[config.mk]
export PLATFORM = sky130hd
export DESIGN_NAME = rtc_time_and_calendar_core_flat
export DESIGN_NICKNAME = d
export VERILOG_FILES = /design/src/rtl/rtc_pkg.sv /design/src/rtl/rtc_stream_if.sv /design/src/rtl/rtc_time_and_calendar_core.sv /design/src/flat_wrapper.sv
export SDC_FILE = /design/constraint.sdc
export NUM_CORES = 1
export LEC_CHECK = 0
export BUFFER_PORTS_ARGS = -buffer_cell sky130_fd_sc_hd__buf_2
export CAP_MARGIN = 10
export CORE_UTILIZATION = 25
export DETAILED_ROUTE_END_ITERATION = 16
export SETUP_SLACK_MARGIN = 0.4
export SLEW_MARGIN = 20
export SYNTH_ARGS = -nofsm -noshare
export SYNTH_HDL_FRONTEND = slang
export SYNTH_SLANG_ARGS = --single-unit
export TNS_END_PERCENT = 100
[constraint.sdc]
create_clock -name clk_i -period 5.39 [get_ports clk_i]
set_clock_uncertainty 0.1 [all_clocks]
set_input_delay 0.2695 -clock clk_i [delete_from_list [all_inputs] [get_ports clk_i]]
set_output_delay 0.2695 -clock clk_i [all_outputs]
set_load 0.01 [all_outputs]
[src/rtl/rtc_pkg.sv]
// rtc_pkg: types, codes and constants for the real-time clock and calendar core
// no dependencies; used by rtc_stream_if users and rtc_time_and_calendar_core

package rtc_pkg;

  localparam int unsigned TpsWidth = 16;
  localparam int unsigned HourWidth = 5;
  localparam int unsigned MinWidth = 6;
  localparam int unsigned SecWidth = 6;
  localparam int unsigned DayWidth = 5;
  localparam int unsigned MonthWidth = 4;
  localparam int unsigned YearWidth = 7;

  localparam logic [TpsWidth-1:0] TpsReset = 16'd1000;
  localparam logic [DayWidth-1:0] DayReset = 5'd26;
  localparam logic [MonthWidth-1:0] MonthReset = 4'd7;
  localparam logic [YearWidth-1:0] YearReset = 7'd25;

  localparam logic [SecWidth-1:0] LastSec = 6'd59;
  localparam logic [MinWidth-1:0] LastMin = 6'd59;
  localparam logic [HourWidth-1:0] LastHour = 5'd23;
  localparam logic [MonthWidth-1:0] LastMonth = 4'd12;
  localparam logic [YearWidth-1:0] LastYear = 7'd99;

  localparam logic [MonthWidth-1:0] MonthFeb = 4'd2;
  localparam logic [MonthWidth-1:0] MonthApr = 4'd4;
  localparam logic [MonthWidth-1:0] MonthJun = 4'd6;
  localparam logic [MonthWidth-1:0] MonthSep = 4'd9;
  localparam logic [MonthWidth-1:0] MonthNov = 4'd11;

  typedef enum logic [1:0] {
    FuncTick    = 2'd0,
    FuncSetTime = 2'd1,
    FuncSetDate = 2'd2
  } rtc_func_e;

  typedef struct packed {
    logic [1:0]            func;
    logic [HourWidth-1:0]  set_hour;
    logic [MinWidth-1:0]   set_minute;
    logic [SecWidth-1:0]   set_second;
    logic [DayWidth-1:0]   set_day;
    logic [MonthWidth-1:0] set_month;
    logic [YearWidth-1:0]  set_year;
  } rtc_in_t;

  typedef struct packed {
    logic [HourWidth-1:0]  hour;
    logic [MinWidth-1:0]   minute;
    logic [SecWidth-1:0]   second;
    logic [DayWidth-1:0]   day;
    logic [MonthWidth-1:0] month;
    logic [YearWidth-1:0]  year;
    logic                  day_changed;
  } rtc_out_t;

  typedef logic [TpsWidth-1:0] rtc_cfg_t;

  // days in month; Apr, Jun, Sep and Nov count as 30, Feb as 29 or 28, every other code as 31
  function automatic logic [DayWidth-1:0] month_length(
    input logic [MonthWidth-1:0] month,
    input logic [YearWidth-1:0]  year
  );
    logic [DayWidth-1:0] len;
    len = 5'd31;
    if (month == MonthApr || month == MonthJun || month == MonthSep || month == MonthNov) begin
      len = 5'd30;
    end else if (month == MonthFeb) begin
      len = (year[1:0] == 2'b00) ? 5'd29 : 5'd28;
    end
    return len;
  endfunction

endpackage

[src/rtl/rtc_stream_if.sv]
// rtc_stream_if: valid/ready channel carrying one payload of a given type
// no dependencies; payload type set per instance

interface rtc_stream_if #(
  parameter type payload_t = logic
);
  logic     valid;
  logic     ready;
  payload_t payload;

  modport source (output valid, output payload, input ready);
  modport sink (input valid, input payload, output ready);
endinterface

[src/rtl/rtc_time_and_calendar_core.sv]
// rtc_time_and_calendar_core: time-of-day and calendar counter with command stream
// depends on rtc_pkg and rtc_stream_if
//
// usage:
//   in_i carries commands: a tick, a time load or a date load. every transfer
//   on in_i yields exactly one transfer on out_o with the time and date after
//   that command and a flag set when a tick crossed midnight.
//   cfg_i writes the tick count per second; it is always ready and should be
//   written only while no command is in flight.
// output: the result is registered; out_o goes valid in the cycle after the input transfer.
// throughput: one command per cycle while out_o is ready; the whole update is a
//   single pass of increment and carry logic between the state registers and the
//   result register.
// stall: the result register holds while out_o is not ready; in_i stays ready
//   whenever the result register is empty or being drained that cycle.
// reset: time 00:00:00, date day 26 month 7 year 25, sub-second count 0,
//   1000 ticks per second, result register empty.

module rtc_time_and_calendar_core
  import rtc_pkg::*;
(
  input  logic               clk_i,
  input  logic               rst_ni,
  rtc_stream_if.sink         in_i,
  rtc_stream_if.sink         cfg_i,
  rtc_stream_if.source       out_o
);

  logic [TpsWidth-1:0]   tps_q;
  logic [TpsWidth-1:0]   sub_q, sub_d;
  logic [SecWidth-1:0]   sec_q, sec_d;
  logic [MinWidth-1:0]   min_q, min_d;
  logic [HourWidth-1:0]  hour_q, hour_d;
  logic [DayWidth-1:0]   day_q, day_d;
  logic [MonthWidth-1:0] month_q, month_d;
  logic [YearWidth-1:0]  year_q, year_d;
  logic                  rolled;

  logic                  out_valid_q;
  rtc_out_t              out_q, out_d;

  logic                  in_xfer;
  rtc_in_t               cmd;
  logic [TpsWidth:0]     sub_inc;
  logic                  sec_done;

  assign cmd = in_i.payload;
  assign in_i.ready = !out_valid_q || out_o.ready;
  assign in_xfer = in_i.valid && in_i.ready;
  assign cfg_i.ready = 1'b1;

  assign sub_inc = {1'b0, sub_q} + {{TpsWidth{1'b0}}, 1'b1};
  assign sec_done = (sub_inc >= {1'b0, tps_q});

  always_comb begin
    sub_d = sub_q;
    sec_d = sec_q;
    min_d = min_q;
    hour_d = hour_q;
    day_d = day_q;
    month_d = month_q;
    year_d = year_q;
    rolled = 1'b0;
    unique case (cmd.func)
      FuncTick: begin
        if (sec_done) begin
          sub_d = '0;
          if (sec_q < LastSec) begin
            sec_d = sec_q + 1'b1;
          end else begin
            sec_d = '0;
            if (min_q < LastMin) begin
              min_d = min_q + 1'b1;
            end else begin
              min_d = '0;
              if (hour_q < LastHour) begin
                hour_d = hour_q + 1'b1;
              end else begin
                hour_d = '0;
                rolled = 1'b1;
                if (day_q >= month_length(month_q, year_q)) begin
                  day_d = 5'd1;
                  if (month_q >= LastMonth) begin
                    month_d = 4'd1;
                    year_d = (year_q >= LastYear) ? '0 : year_q + 1'b1;
                  end else begin
                    month_d = month_q + 1'b1;
                  end
                end else begin
                  day_d = day_q + 1'b1;
                end
              end
            end
          end
        end else begin
          sub_d = sub_inc[TpsWidth-1:0];
        end
      end
      FuncSetTime: begin
        hour_d = cmd.set_hour;
        min_d = cmd.set_minute;
        sec_d = cmd.set_second;
        sub_d = '0;
      end
      FuncSetDate: begin
        day_d = cmd.set_day;
        month_d = cmd.set_month;
        year_d = cmd.set_year;
      end
      default: begin
      end
    endcase

    out_d.hour = hour_d;
    out_d.minute = min_d;
    out_d.second = sec_d;
    out_d.day = day_d;
    out_d.month = month_d;
    out_d.year = year_d;
    out_d.day_changed = rolled;
  end

  always_ff @(posedge clk_i or negedge rst_ni) begin
    if (!rst_ni) begin
      tps_q <= TpsReset;
      sub_q <= '0;
      sec_q <= '0;
      min_q <= '0;
      hour_q <= '0;
      day_q <= DayReset;
      month_q <= MonthReset;
      year_q <= YearReset;
      out_valid_q <= 1'b0;
    end else begin
      if (cfg_i.valid) begin
        tps_q <= cfg_i.payload;
      end
      if (in_xfer) begin
        sub_q <= sub_d;
        sec_q <= sec_d;
        min_q <= min_d;
        hour_q <= hour_d;
        day_q <= day_d;
        month_q <= month_d;
        year_q <= year_d;
        out_valid_q <= 1'b1;
      end else if (out_o.ready) begin
        out_valid_q <= 1'b0;
      end
    end
  end

  always_ff @(posedge clk_i) begin
    if (in_xfer) begin
      out_q <= out_d;
    end
  end

  assign out_o.valid = out_valid_q;
  assign out_o.payload = out_q;

endmodule

[src/flat_wrapper.sv]
// flat-port wrapper written by rule: the top's interface ports become plain ports
module rtc_time_and_calendar_core_flat import rtc_pkg::*;
  (clk_i, rst_ni, in_i_valid, in_i_payload, in_i_ready, cfg_i_valid, cfg_i_payload, cfg_i_ready, out_o_valid, out_o_payload, out_o_ready);
  rtc_stream_if #(.payload_t(rtc_in_t)) in_i_i ();
  rtc_stream_if #(.payload_t(rtc_cfg_t)) cfg_i_i ();
  rtc_stream_if #(.payload_t(rtc_out_t)) out_o_i ();
  input  logic clk_i;
  input  logic rst_ni;
  input wire logic [$bits(in_i_i.valid)-1:0] in_i_valid;
  input wire logic [$bits(in_i_i.payload)-1:0] in_i_payload;
  output wire logic [$bits(in_i_i.ready)-1:0] in_i_ready;
  input wire logic [$bits(cfg_i_i.valid)-1:0] cfg_i_valid;
  input wire logic [$bits(cfg_i_i.payload)-1:0] cfg_i_payload;
  output wire logic [$bits(cfg_i_i.ready)-1:0] cfg_i_ready;
  output wire logic [$bits(out_o_i.valid)-1:0] out_o_valid;
  output wire logic [$bits(out_o_i.payload)-1:0] out_o_payload;
  input wire logic [$bits(out_o_i.ready)-1:0] out_o_ready;
  assign in_i_i.valid = in_i_valid;
  assign in_i_i.payload = in_i_payload;
  assign in_i_ready = in_i_i.ready;
  assign cfg_i_i.valid = cfg_i_valid;
  assign cfg_i_i.payload = cfg_i_payload;
  assign cfg_i_ready = cfg_i_i.ready;
  assign out_o_valid = out_o_i.valid;
  assign out_o_payload = out_o_i.payload;
  assign out_o_i.ready = out_o_ready;
  rtc_time_and_calendar_core u_core (.clk_i(clk_i), .rst_ni(rst_ni), .in_i(in_i_i), .cfg_i(cfg_i_i), .out_o(out_o_i));
endmodule
==> summary.md <==
| Metric | Value |
|---|---|
| Pre-CTS setup slack | `about 850 ps` |
| Worst slew pin tran | `between 900 and 1000 ps` |
| Crit share post-route | `a little under nine tenths` |
| Worst Hold End | `u_core.tps_q[1]$_DFFE_PN0P_` |
| Syn_area_per_cell | `~9.2 um^2` |
| Hold Crit Depth | `3` |
| # fillers | `2595` |
| Overflow after GRT | `0` |
| Hold_sp | `cfg_i_payload[1]` |
| Initial Util | `25.7%` |
| Ys async rst share | `66.0%` |
| Critical Path RT | `roughly 5400 ps` |
| Clock Sinks | `100` |
| Wire per inst | `around 18 um` |
| Switch share | `between 30% and 40%` |
| Initial antenna violation count | `0` |
| DR DRC count | `0` |
| FF+latch area | `approximately 2700 um^2` |
| Max Clk Rate | `215 MHz` |
| Vias per cell | `between 5 and 6` |
| Primary FF master, synth | `dfrtp_1` |
| Layout cells sized above 1 | `about a fifth` |
| GRT Overall Usage | `around 15%` |
| Final Hold Fails | `0` |
| FF-to-FF setup slack | `approximately 740 ps` |
| Post-CTS setup buffers | `0` |
| Netlist cell types | `74` |
| Internal | `1.38 mW` |
| M3 GR Usage | `2.51%` |
| Worst VDD drop | `approximately 0.15 mV` |
| GPL Wtd Cong | `0.861` |
| Min-delay worst type | `in -> reg` |
| Top-Level Pins | `93` |
| Die area | `approximately 26000 um^2` |
| CP arrival | `4660 ps` |
| CORE AREA | `approximately 25000 um^2` |
| Syn Nets | `between 700 and 800` |
| Slew Viols, Final | `0` |
| Global-route wire length before repair | `just over 30 mm` |
| Finish-stage setup viols | `0` |
| Final net count | `roughly 840` |
| Largest net degree at the start of global routing | `67` |
| Max Cap Violations | `0` |
| Critical path launch point type | `flop` |
| Worst Reg-to-Reg Cells | `13` |
| Critical Path End Type | `flop` |
| Post-Synthesis Cells | `685` |
| Setup TNS Final | `0 ps` |
| Pwr/cell area | `between 200 and 300 nW/um^2` |
| Final WS setup | `approximately 740 ps` |
| CTS tree | `yes` |
| Seq pwr share | `48.5%` |
| Post-synth top area share | `between 20 and 25%` |
| Die extent in x | `161 um` |
| Clock share of power | `a little under a third` |
| Worst-Skew Late Latency | `approximately 350 ps` |
| Placed cell count | `between 1000 and 1500` |
| Finished Layout Cells | `between 1000 and 1500` |
| CTS max path bufs | `2` |
| FF+latch count, synth | `100` |
| EDFF count, synth | `34` |
| Kind of critical path | `reg -> reg` |
| Sequential area share after synthesis | `approximately 43%` |
| Dpl hpwl | `13.4 mm` |
| DIE HEIGHT | `around 160 um` |
| Port buffer count | `just over 90` |
| Mapped cell area | `~6300 um^2` |
| Rows | `57` |
| Via count | `between 5000 and 6000` |
| RSZ-0062 raised after global routing | `false` |
| Top post-synthesis cells by area | `dfrtp_1, edfxtp_1, dfstp_2` |
| Vias in the first global route | `about 5400` |
| Area grow syn2layout | `16.5%` |
| GR met1 Demand/Resource | `about a fifth` |
| H-tree depth reported by CTS | `3` |
| Yosys warning count | `0` |
| Pre-antenna DRT Iters | `5` |
| CTS Hold Buffers Added | `0` |
| FF-to-FF Start | `u_core.sub_q[0]$_DFFE_PN0P_` |
| Most common cell after layout, fill and taps aside | `buf_2` |
| Antenna-violating nets left | `0` |
| Busiest grt layer | `met2` |
| Post-Route WL | `~19 mm` |
| # resized after CTS | `0` |
| Outcome | `completed` |
| Comb power frac | `20.6%` |
| Multi-input logic area | `~3300 um^2` |
| Biggest area consumer among synthesized cells | `dfrtp_1` |
| Crit-path max FO | `12` |
| Crit Reg-Reg Endpoint | `u_core.out_o.payload[9]$_DFFE_PP_` |
| First DRT Iteration DRCs | `approximately 470` |
| Rel. slew slack | `34.8%` |
| Clock tree root driver cell | `clkbuf_16` |
| Commonest non-fill, non-tap cells in the layout | `buf_2, nand2_1, o21ai_0, dfrtp_1, nor2_1` |
| Leakage power | `roughly 3.0 nW` |
| Final min period | `4650 ps` |
| CTS clk-pin slew, worst paths | `around 70 ps` |
| P_sw | `0.634 mW` |
| GR Util met2 | `23.3%` |
| Num CTS Buffers | `9` |
## through the flow
step                util (%)  hold slack [ps]  total power, mW  cell area, um^2
floorplan                  -             -126             1.25             6290
CTS                     29.9             13.2             2.04             7330
global route            29.9             23.9             2.13             7330
detailed placement      28.8              389             1.40             7060
finish                  29.9             25.9             2.02             7330
global placement        28.8              372             1.40             7060
## routing by layer
metal	wire (um)	share of wire, %
met5	0	0
met4	373	1.9
met3	1050	5.4
met2	8970	46
met1	8940	46
## synthesized netlist by cell type, types with 8 or more instances
cell      number
a211oi_1       8
clkbuf_1      32
a32o_1        13
o211ai_1       8
nand4_1       10
o22ai_1       14
nor2_1        42
a21o_1        10
o21ai_0       60
dfrtp_1       51
a21oi_1       34
o31ai_1        8
nor3_1        17
a31oi_1        9
ha_1          29
nand2_1       76
dfstp_2       15
nand3_1       30
and3_1        13
a22oi_1       12
edfxtp_1      34
xnor2_1       10
inv_1         29
## how the worst max path moves through the flow
stage,slack (ps),to,startpoint
floorplan,1600,u_core.out_o.payload[7]$_DFFE_PP_,u_core.sub_q[0]$_DFFE_PN0P_
global placement,960,u_core.out_o.payload[33]$_DFFE_PP_,u_core.sub_q[2]$_DFFE_PN0P_
detailed placement,850,u_core.out_o.payload[33]$_DFFE_PP_,u_core.sub_q[0]$_DFFE_PN0P_
CTS,820,u_core.out_o.payload[33]$_DFFE_PP_,u_core.sub_q[0]$_DFFE_PN0P_
global route,450,u_core.out_o.payload[9]$_DFFE_PP_,u_core.sub_q[0]$_DFFE_PN0P_
finish,740,u_core.out_o.payload[9]$_DFFE_PP_,u_core.sub_q[0]$_DFFE_PN0P_
## power by group through the flow
stage | sequential, mW | combinational, mW | clock, mW
global route | 0.993 | 0.467 | 0.666
finish | 0.978 | 0.415 | 0.625
global placement | 0.989 | 0.406 | 0
floorplan | 0.965 | 0.283 | 0
CTS | 0.975 | 0.416 | 0.646
detailed placement | 0.990 | 0.414 | 0
## layout make-up
type	count	area share, %
inverters	29	1.48
multi-input cells	510	45.0
clock inverters	4	0.358
diodes	1	0.0341
well taps	324	5.53
clock buffers	12	3.36
repair buffers	104	7.54
flip-flops and latches	100	36.7
## flip-flops by register name (all words and copies together), names as in the netlist
name,flops
u_core.sub_q,16
u_core.min_q,6
u_core.day_q,5
u_core.month_q,4
u_core.tps_q,16
u_core.out_o.valid,1
u_core.out_o.payload,34
u_core.hour_q,5
u_core.sec_q,6
u_core.year_q,7
## worst max-delay path, cell delays in order, from the launching register on
cell	delay, ps
dfrtp_1	430
ha_1	300
and3_1	330
nand3_1	120
xnor2_1	260
ha_1	310
nand4_1	160
nor3_1	70
a2111oi_0	830
o221ai_1	250
buf_4	240
o211ai_1	550
o21ai_0	240
a22o_1	210
## kinds of logic after synthesis
group / Yosys count / share of synthesized area, %
AO/OA/AOI/OAI: 237 / 26.3
AND/OR/NAND/NOR: 220 / 16.9
flip-flops: 100 / 42.8
buffers and inverters: 75 / 4.85
adder cells (fa/ha/maj): 29 / 5.77
XOR/XNOR: 16 / 2.23
multiplexers: 7 / 1.13
other: 1 / 0.0596
No activity file was read; power rests on OpenSTA's default activity.
